### config.mk
export PLATFORM = sky130hd
export DESIGN_NAME = meter_uart_frame_engine
export DESIGN_NICKNAME = d
export VERILOG_FILES = /design/src/rtl/mufe_pkg.sv /design/src/rtl/meter_uart_frame_engine.sv /design/src/rtl/mufe_frame_build.sv /design/src/rtl/mufe_serializer.sv
export SDC_FILE = /design/constraint.sdc
export NUM_CORES = 1
export LEC_CHECK = 0
export BUFFER_PORTS_ARGS = -buffer_cell sky130_fd_sc_hd__buf_2
export CAP_MARGIN = 40
export CORE_AREA = 2 2 130 132
export CTS_BUF_LIST = sky130_fd_sc_hd__clkbuf_8
export CTS_CLUSTER_DIAMETER = 30
export DETAILED_ROUTE_END_ITERATION = 16
export DIE_AREA = 0 0 132 134
export PLACE_DENSITY = 0.85
export SLEW_MARGIN = 30
export SYNTH_ARGS = -nofsm -noshare
export SYNTH_HDL_FRONTEND = slang
export SYNTH_SLANG_ARGS = --single-unit
### constraint.sdc
create_clock -name i_clk -period 12.4 [get_ports i_clk]
set_input_delay 1.24 -clock i_clk [delete_from_list [all_inputs] [get_ports i_clk]]
set_output_delay 1.24 -clock i_clk [all_outputs]
set_load 0.005 [all_outputs]
### src/rtl/mufe_pkg.sv
package mufe_pkg;

    localparam int MAX_WORDS_DEF = 16;
    localparam int FRAME_BYTES   = 8;
    localparam int CFG_IDX_W     = 8;

    localparam logic [7:0] HDR_BYTE = 8'h7D;
    localparam logic [7:0] CKS_BIAS = 8'h33;

    typedef enum logic [1:0] {
        MODE_WRITE = 2'd0,
        MODE_READ  = 2'd1,
        MODE_BCAST = 2'd2,
        MODE_RX    = 2'd3
    } t_mode;

    typedef enum logic [1:0] {
        KIND_TX   = 2'd0,
        KIND_DATA = 2'd1,
        KIND_DONE = 2'd2
    } t_kind;

    localparam logic [CFG_IDX_W-1:0] CFG_SLAVE = CFG_IDX_W'(0);
    localparam logic [CFG_IDX_W-1:0] CFG_WRITE = CFG_IDX_W'(1);
    localparam logic [CFG_IDX_W-1:0] CFG_READ  = CFG_IDX_W'(2);
    localparam logic [CFG_IDX_W-1:0] CFG_BCAST = CFG_IDX_W'(3);

    typedef struct packed {
        logic [1:0] slave_address;
        logic [1:0] write_code;
        logic [1:0] read_code;
        logic [1:0] broadcast_code;
    } t_cfg;

    typedef struct packed {
        logic [FRAME_BYTES-1:0][7:0] bytes;
        logic [3:0]                  count;
        t_kind                       kind;
        logic                        ok;
    } t_frame;

    function automatic logic [7:0] checksum(input logic [7:0] sum);
        return 8'(~sum + CKS_BIAS);
    endfunction

endpackage

### src/rtl/meter_uart_frame_engine.sv
// Host-side framer for a half-duplex UART link to a metering chip.
// Each slave-side word carries a request (write, read or broadcast) or a
// byte received from the chip, selected by tuser. Requests produce a command
// frame on the master side, one byte per word, with tlast on the final byte:
// eight bytes for write and broadcast, four for read. Received bytes produce
// at most one word each: a read data byte, or a completion word that carries
// the checksum byte and the check result. A new request drops any reply that
// is still pending.
// An accepted slave word passes the input register, then the serializer
// register, before its first master word. The serializer shifts out one byte
// per cycle while the receiver is ready, so a request holds it for its frame
// and a received byte for one word; a slave word is taken in every cycle that
// it can reload, and one more waits in the input register while it drains.
// When the receiver stalls, the current word holds and the input register
// fills, after which tready drops. Reset (synchronous, active low) empties
// both stages, returns the link state to idle and restores the register
// defaults. The configuration channel is always ready.
module meter_uart_frame_engine #(
    parameter int MAX_WORDS = mufe_pkg::MAX_WORDS_DEF
) (
    input  logic                          i_clk,
    input  logic                          i_rst_n,
    input  logic                          s_axis_tvalid,
    output logic                          s_axis_tready,
    // reg_addr[6:0], data_word[38:7], word_count[43:39], rx_byte[51:44]
    input  logic [55:0]                   s_axis_tdata,
    // mode[1:0]
    input  logic [1:0]                    s_axis_tuser,
    output logic                          m_axis_tvalid,
    input  logic                          m_axis_tready,
    // byte_value[7:0], check_ok[8]
    output logic [15:0]                   m_axis_tdata,
    // kind[1:0]
    output logic [1:0]                    m_axis_tuser,
    output logic                          m_axis_tlast,
    input  logic                          i_cfg_valid,
    output logic                          o_cfg_ready,
    input  logic [mufe_pkg::CFG_IDX_W-1:0] i_cfg_index,
    input  logic [1:0]                    i_cfg_data
);

    mufe_pkg::t_cfg   r_cfg;
    mufe_pkg::t_frame frame;

    logic        r_in_valid;
    logic [1:0]  r_in_mode;
    logic [51:0] r_in_data;
    logic        can_load;
    logic        load;
    logic        out_ok;
    logic [7:0]  out_byte;

    assign o_cfg_ready   = 1'b1;
    assign load          = r_in_valid && can_load;
    assign s_axis_tready = !r_in_valid || load;

    always_ff @(posedge i_clk) begin
        if (!i_rst_n) begin
            r_cfg.slave_address  <= 2'd0;
            r_cfg.write_code     <= 2'd2;
            r_cfg.read_code      <= 2'd1;
            r_cfg.broadcast_code <= 2'd3;
        end else if (i_cfg_valid) begin
            unique case (i_cfg_index)
                mufe_pkg::CFG_SLAVE: r_cfg.slave_address  <= i_cfg_data;
                mufe_pkg::CFG_WRITE: r_cfg.write_code     <= i_cfg_data;
                mufe_pkg::CFG_READ:  r_cfg.read_code      <= i_cfg_data;
                mufe_pkg::CFG_BCAST: r_cfg.broadcast_code <= i_cfg_data;
                default: ;
            endcase
        end
    end

    always_ff @(posedge i_clk) begin
        if (!i_rst_n) begin
            r_in_valid <= 1'b0;
        end else if (s_axis_tvalid && s_axis_tready) begin
            r_in_valid <= 1'b1;
        end else if (load) begin
            r_in_valid <= 1'b0;
        end
    end

    always_ff @(posedge i_clk) begin
        if (s_axis_tvalid && s_axis_tready) begin
            r_in_mode <= s_axis_tuser;
            r_in_data <= s_axis_tdata[51:0];
        end
    end

    mufe_frame_build #(
        .MAX_WORDS(MAX_WORDS)
    ) u_build (
        .i_clk       (i_clk),
        .i_rst_n     (i_rst_n),
        .i_load      (load),
        .i_cfg       (r_cfg),
        .i_mode      (r_in_mode),
        .i_reg_addr  (r_in_data[6:0]),
        .i_data_word (r_in_data[38:7]),
        .i_word_count(r_in_data[43:39]),
        .i_rx_byte   (r_in_data[51:44]),
        .o_frame     (frame)
    );

    mufe_serializer u_ser (
        .i_clk     (i_clk),
        .i_rst_n   (i_rst_n),
        .i_load    (load),
        .i_frame   (frame),
        .o_can_load(can_load),
        .o_valid   (m_axis_tvalid),
        .i_ready   (m_axis_tready),
        .o_kind    (m_axis_tuser),
        .o_byte    (out_byte),
        .o_last    (m_axis_tlast),
        .o_ok      (out_ok)
    );

    assign m_axis_tdata = {7'd0, out_ok, out_byte};

endmodule

### src/rtl/mufe_frame_build.sv
module mufe_frame_build #(
    parameter int MAX_WORDS = mufe_pkg::MAX_WORDS_DEF
) (
    input  logic             i_clk,
    input  logic             i_rst_n,
    input  logic             i_load,
    input  mufe_pkg::t_cfg   i_cfg,
    input  logic [1:0]       i_mode,
    input  logic [6:0]       i_reg_addr,
    input  logic [31:0]      i_data_word,
    input  logic [4:0]       i_word_count,
    input  logic [7:0]       i_rx_byte,
    output mufe_pkg::t_frame o_frame
);

    typedef enum logic [2:0] {
        PH_IDLE  = 3'b001,
        PH_WECHO = 3'b010,
        PH_RDATA = 3'b100
    } t_phase;

    t_phase     r_phase, n_phase;
    logic [6:0] r_expected, n_expected;
    logic [6:0] r_seen, n_seen;
    logic [7:0] r_sum, n_sum;
    logic [7:0] r_sent, n_sent;

    logic [4:0] words;
    logic [7:0] cmd_byte;
    logic [7:0] wr_sum;
    logic [7:0] wr_cks;
    logic [7:0] rd_sum;
    logic [1:0] op_code;
    logic       more_data;

    always_comb begin
        if (i_word_count == 5'd0) begin
            words = 5'd1;
        end else if (i_word_count > 5'(MAX_WORDS)) begin
            words = 5'(MAX_WORDS);
        end else begin
            words = i_word_count;
        end
    end

    assign op_code = (mufe_pkg::t_mode'(i_mode) == mufe_pkg::MODE_WRITE) ? i_cfg.write_code
                   : (mufe_pkg::t_mode'(i_mode) == mufe_pkg::MODE_READ) ? i_cfg.read_code
                   : i_cfg.broadcast_code;

    assign cmd_byte = (mufe_pkg::t_mode'(i_mode) == mufe_pkg::MODE_READ)
                    ? {4'(words - 5'd1), i_cfg.slave_address, op_code}
                    : {4'd0, i_cfg.slave_address, op_code};

    assign wr_sum = 8'(cmd_byte + {1'b0, i_reg_addr} + i_data_word[7:0] + i_data_word[15:8]
                    + i_data_word[23:16] + i_data_word[31:24]);
    assign wr_cks = mufe_pkg::checksum(wr_sum);
    assign rd_sum = 8'(cmd_byte + {1'b0, i_reg_addr});

    assign more_data = ({1'b0, r_seen} + 8'd1) < {1'b0, r_expected};

    always_comb begin
        n_phase    = r_phase;
        n_expected = r_expected;
        n_seen     = r_seen;
        n_sum      = r_sum;
        n_sent     = r_sent;
        o_frame       = '0;
        o_frame.kind  = mufe_pkg::KIND_TX;
        unique case (mufe_pkg::t_mode'(i_mode)) inside
            mufe_pkg::MODE_WRITE, mufe_pkg::MODE_BCAST: begin
                o_frame.bytes = {wr_cks, i_data_word, 1'b0, i_reg_addr, cmd_byte,
                                 mufe_pkg::HDR_BYTE};
                o_frame.count = 4'd8;
                n_seen = '0;
                n_sum  = '0;
                if (mufe_pkg::t_mode'(i_mode) == mufe_pkg::MODE_WRITE) begin
                    n_phase    = PH_WECHO;
                    n_expected = 7'd1;
                    n_sent     = wr_cks;
                end else begin
                    n_phase    = PH_IDLE;
                    n_expected = '0;
                end
            end
            mufe_pkg::MODE_READ: begin
                o_frame.bytes[0] = mufe_pkg::HDR_BYTE;
                o_frame.bytes[1] = cmd_byte;
                o_frame.bytes[2] = {1'b0, i_reg_addr};
                o_frame.bytes[3] = mufe_pkg::checksum(rd_sum);
                o_frame.count    = 4'd4;
                n_phase    = PH_RDATA;
                n_expected = {words, 2'b01};
                n_seen     = '0;
                n_sum      = rd_sum;
            end
            default: begin
                o_frame.bytes[0] = i_rx_byte;
                unique case (r_phase)
                    PH_WECHO: begin
                        o_frame.count = 4'd1;
                        o_frame.kind  = mufe_pkg::KIND_DONE;
                        o_frame.ok    = (i_rx_byte == r_sent);
                        n_phase = PH_IDLE;
                        n_seen  = '0;
                    end
                    PH_RDATA: begin
                        o_frame.count = 4'd1;
                        if (more_data) begin
                            o_frame.kind = mufe_pkg::KIND_DATA;
                            n_sum  = 8'(r_sum + i_rx_byte);
                            n_seen = 7'(r_seen + 7'd1);
                        end else begin
                            o_frame.kind = mufe_pkg::KIND_DONE;
                            o_frame.ok   = (i_rx_byte == mufe_pkg::checksum(r_sum));
                            n_phase = PH_IDLE;
                            n_seen  = '0;
                        end
                    end
                    default: begin
                        n_phase = PH_IDLE;
                    end
                endcase
            end
        endcase
    end

    always_ff @(posedge i_clk) begin
        if (!i_rst_n) begin
            r_phase    <= PH_IDLE;
            r_expected <= '0;
            r_seen     <= '0;
            r_sum      <= '0;
            r_sent     <= '0;
        end else if (i_load) begin
            r_phase    <= n_phase;
            r_expected <= n_expected;
            r_seen     <= n_seen;
            r_sum      <= n_sum;
            r_sent     <= n_sent;
        end
    end

endmodule

### src/rtl/mufe_serializer.sv
module mufe_serializer (
    input  logic             i_clk,
    input  logic             i_rst_n,
    input  logic             i_load,
    input  mufe_pkg::t_frame i_frame,
    output logic             o_can_load,
    output logic             o_valid,
    input  logic             i_ready,
    output logic [1:0]       o_kind,
    output logic [7:0]       o_byte,
    output logic             o_last,
    output logic             o_ok
);

    logic [mufe_pkg::FRAME_BYTES-1:0][7:0] r_bytes;
    logic [3:0]                            r_left;
    mufe_pkg::t_kind                       r_kind;
    logic                                  r_ok;

    assign o_valid    = (r_left != 4'd0);
    assign o_can_load = (r_left == 4'd0) || ((r_left == 4'd1) && i_ready);
    assign o_kind     = r_kind;
    assign o_byte     = r_bytes[0];
    assign o_ok       = r_ok;
    assign o_last     = (r_kind == mufe_pkg::KIND_TX) && (r_left == 4'd1);

    always_ff @(posedge i_clk) begin
        if (!i_rst_n) begin
            r_left <= '0;
        end else if (i_load) begin
            r_left <= i_frame.count;
        end else if (o_valid && i_ready) begin
            r_left <= r_left - 4'd1;
        end
    end

    always_ff @(posedge i_clk) begin
        if (i_load) begin
            r_bytes <= i_frame.bytes;
            r_kind  <= i_frame.kind;
            r_ok    <= i_frame.ok;
        end else if (o_valid && i_ready) begin
            r_bytes <= {8'h00, r_bytes[mufe_pkg::FRAME_BYTES-1:1]};
        end
    end

endmodule

==> out/metrics.csv <==
metric;value;unit
port_buffers;82;
path_clk_slew;0.08;ns
antenna_found_initial;0;
synthMuxAreaShare;0.02100;
crit_type;flip-flop to flip-flop;
grt_max_degree;65;
leakagePower;4.044;nW
fmax;180.8;MHz
yosysSeqAreaShare;0.5143;
drive_gt1_frac;0.1497;
coreArea;16290;um^2
synth_area;8817;um^2
hpwl;12530;um
synth_warnings;0;
nets;1037;
placedCellCount;1107;
run_status;completed;
tightest_slew;0.7468;ns
crit_required;12.59;ns
synth_cell_types;68;
post_cts_buffers;0;
gp_congestion;0.8589;
avgSynthCellArea;10.53;um^2
vias_per_cell;5.436;
cap_viol_max_count;0;
fin_setup_tns;0;ns
synth.area.top_cells;edfxtp_1, dfxtp_1, nand2_1, fa_1, ha_1;
seqPwrFrac;0.378;
startpoint_type;flip-flop;
first_pass_iters;5;
synth_top_family_by_area;simple AND/OR/NAND/NOR gates;
switchingPower;874.7;uW
synth_edf_count;121;
ir_drop;0.1401;mV
cts_root_buf;clkbuf_8;
layout.cells.non_filler;1142;
grt_pass1_vias;6077;
crit_arrival;5.72;ns
setup_viol;0;
clkPwrFrac;0.177;
yosys.area_share.simple;0.1508;
worstSkewPairLatency;0.46;ns
synth_xor_area_frac;0.05137;
hold_class;flip-flop to flip-flop;
pwr-share-comb;0.445;
cp-end-kind;flip-flop;
syn-instance-count;837;
yosys.area_share.adder;0.1003;
vias;6208;
p_int;1.403;mW
yosys_register_bits;166;
initialDrtViolationCount;471;
synth-compound-area-share;0.1094;
start_util;0.5413;
wl;18230;um
hold_viol;0;
postRouteAntennaNets;0;
grt_overflow;0;
fp-row-count;47;
stdcell_area;9821;um^2
syn_to_final_growth;11.38;%
diodes;0;
final_max_slew_viol_count;0;
max_slew_margin;0.4969;
grt.total_usage;0.2165;
synth_commonest_cells;nand2_1, edfxtp_1, nor2_1;
die_x;132;um
io_pins;95;
htreeDepth;4;
die_area;17690;um^2
placed_cell_area;9349;um^2
wl_per_cell;15.96;um
synthArstFlopShare;0;
cts_made_buffers;17;
grt_pass1_wl;30060;um
cts_buffer_depth;2;
powerDensity;232.0;nW/um^2
hold_buffers;0;
die_h;134;um
layout_min_cycle_time;5.529;ns
synth_top_area_share;0.4121;
synthFlopType;edfxtp_1;
final_util;0.6029;
fillCellCount;1297;
rsz0062_at_grt;false;
clock_skew;0.01450;ns
yosysMostFrequentCell;nand2_1;
cts_tree;done;
yosysTopAreaCell;edfxtp_1;
finalCritPeriodShare;0.4459;
crit_path_max_fanout;25;
ctsResizeCount;0;
cts_sinks;166;
drc;0;
swShare;0.3839;
-- cells by family after synthesis --
family          Yosys count
mux                      18
simple gates            293
flops                   166
compound gates          146
fa+ha+maj                58
buf+inv                 104
xor+xnor                 50
other cells               2
-- power by group through the flow --
stage | clock network [mW] | registers, mW | logic, mW
final | 0.404 | 0.861 | 1.01
after detailed placement | 0 | 0.874 | 0.992
after floorplan | 0 | 0.859 | 0.774
after CTS | 0.413 | 0.863 | 1.00
after global routing | 0.434 | 0.875 | 1.14
after global placement | 0 | 0.869 | 0.954
-- critical path, cell delays in order, from the launching register on --
cell and delay (ns):
edfxtp_1 0.33, buf_4 0.33, mux2i_1 0.12, o21ai_0 0.31, ha_1 0.27, inv_1 0.07, fa_1 0.38, nand2b_1 0.15
a21oi_1 0.25, xor3_1 0.34, inv_1 0.13, fa_1 0.55, inv_1 0.04, ha_1 0.35, nand2_1 0.09, o21a_1 0.16
o311ai_0 0.49, a31oi_1 0.13, nor3_1 0.46, o22a_1 0.23, nor3_1 0.04
-- area by class of cell --
type | instances | area (um^2) | area share
Clock buffer | 21 | 289.0 | 0.02943
Tap cell | 220 | 275.3 | 0.02803
Inverter | 58 | 217.7 | 0.02217
Clock inverter | 11 | 132.6 | 0.01350
Timing Repair Buffer | 93 | 520.5 | 0.05300
Sequential cell | 166 | 4534 | 0.4617
Multi-Input combinational cell | 573 | 3851 | 0.3922
-- final timing paths --
check        cells past startpoint                  start               endpoint  slack [ns]
min reg2reg                      2  u_build.r_expected[6]  u_build.r_expected[6]        0.46
max reg2reg                     20           r_in_mode[0]      u_ser.r_bytes[63]        6.87
max                             20           r_in_mode[0]      u_ser.r_bytes[63]        6.87
min                              2  u_build.r_expected[6]  u_build.r_expected[6]        0.46
-- stage by stage --
step                power (mW)  hold slack, ns  worst slack, ns
finish                   2.278          0.4623            6.871
global route             2.448          0.4803            6.426
CTS                      2.277          0.4639            6.938
detailed placement       1.866          0.4511            6.977
global placement         1.823          0.4399            7.006
floorplan                1.633          0.4319            7.577
-- flip-flops by register name, summed over array words and instances (netlist names) --
register and cells:
r_cfg 8, u_ser.o_byte 8, u_ser.r_left 4, u_build.r_sent 8, r_in_valid 1, r_in_mode 2
u_ser.o_ok 1, u_build.r_expected 6, r_in_data 52, u_build.r_phase 3, u_build.r_sum 8, u_ser.r_bytes 56
u_ser.o_kind 2, u_build.r_seen 7
-- cell usage in the layout, fill, tap and decap left out, types with 8 or more instances in the layout --
| cell type | netlist | routed |
|---|---|---|
| a21oi_1 | 36 | 36 |
| and2_1 | 11 | 10 |
| buf_2 | 0 | 82 |
| buf_4 | 18 | 8 |
| clkbuf_8 | 0 | 21 |
| conb_1 | 2 | 8 |
| dfxtp_1 | 45 | 45 |
| edfxtp_1 | 121 | 121 |
| fa_1 | 22 | 22 |
| ha_1 | 33 | 33 |
| inv_1 | 56 | 58 |
| mux2i_1 | 16 | 16 |
| nand2_1 | 122 | 121 |
| nand3_1 | 40 | 40 |
| nor2_1 | 61 | 61 |
| nor2b_1 | 10 | 10 |
| nor3_1 | 14 | 14 |
| o21a_1 | 10 | 10 |
| o21ai_0 | 24 | 24 |
| o31ai_1 | 12 | 12 |
| xnor2_1 | 25 | 25 |
| xor2_1 | 24 | 24 |
-- metal layers --
metal	global-route usage	part of all wire
met3	0.04233	0.052
met1	0.2827	0.45
met4	0.09239	0.029
met2	0.3556	0.47
met5	0	0
Note: power is estimated with default switching activity, not from simulation.
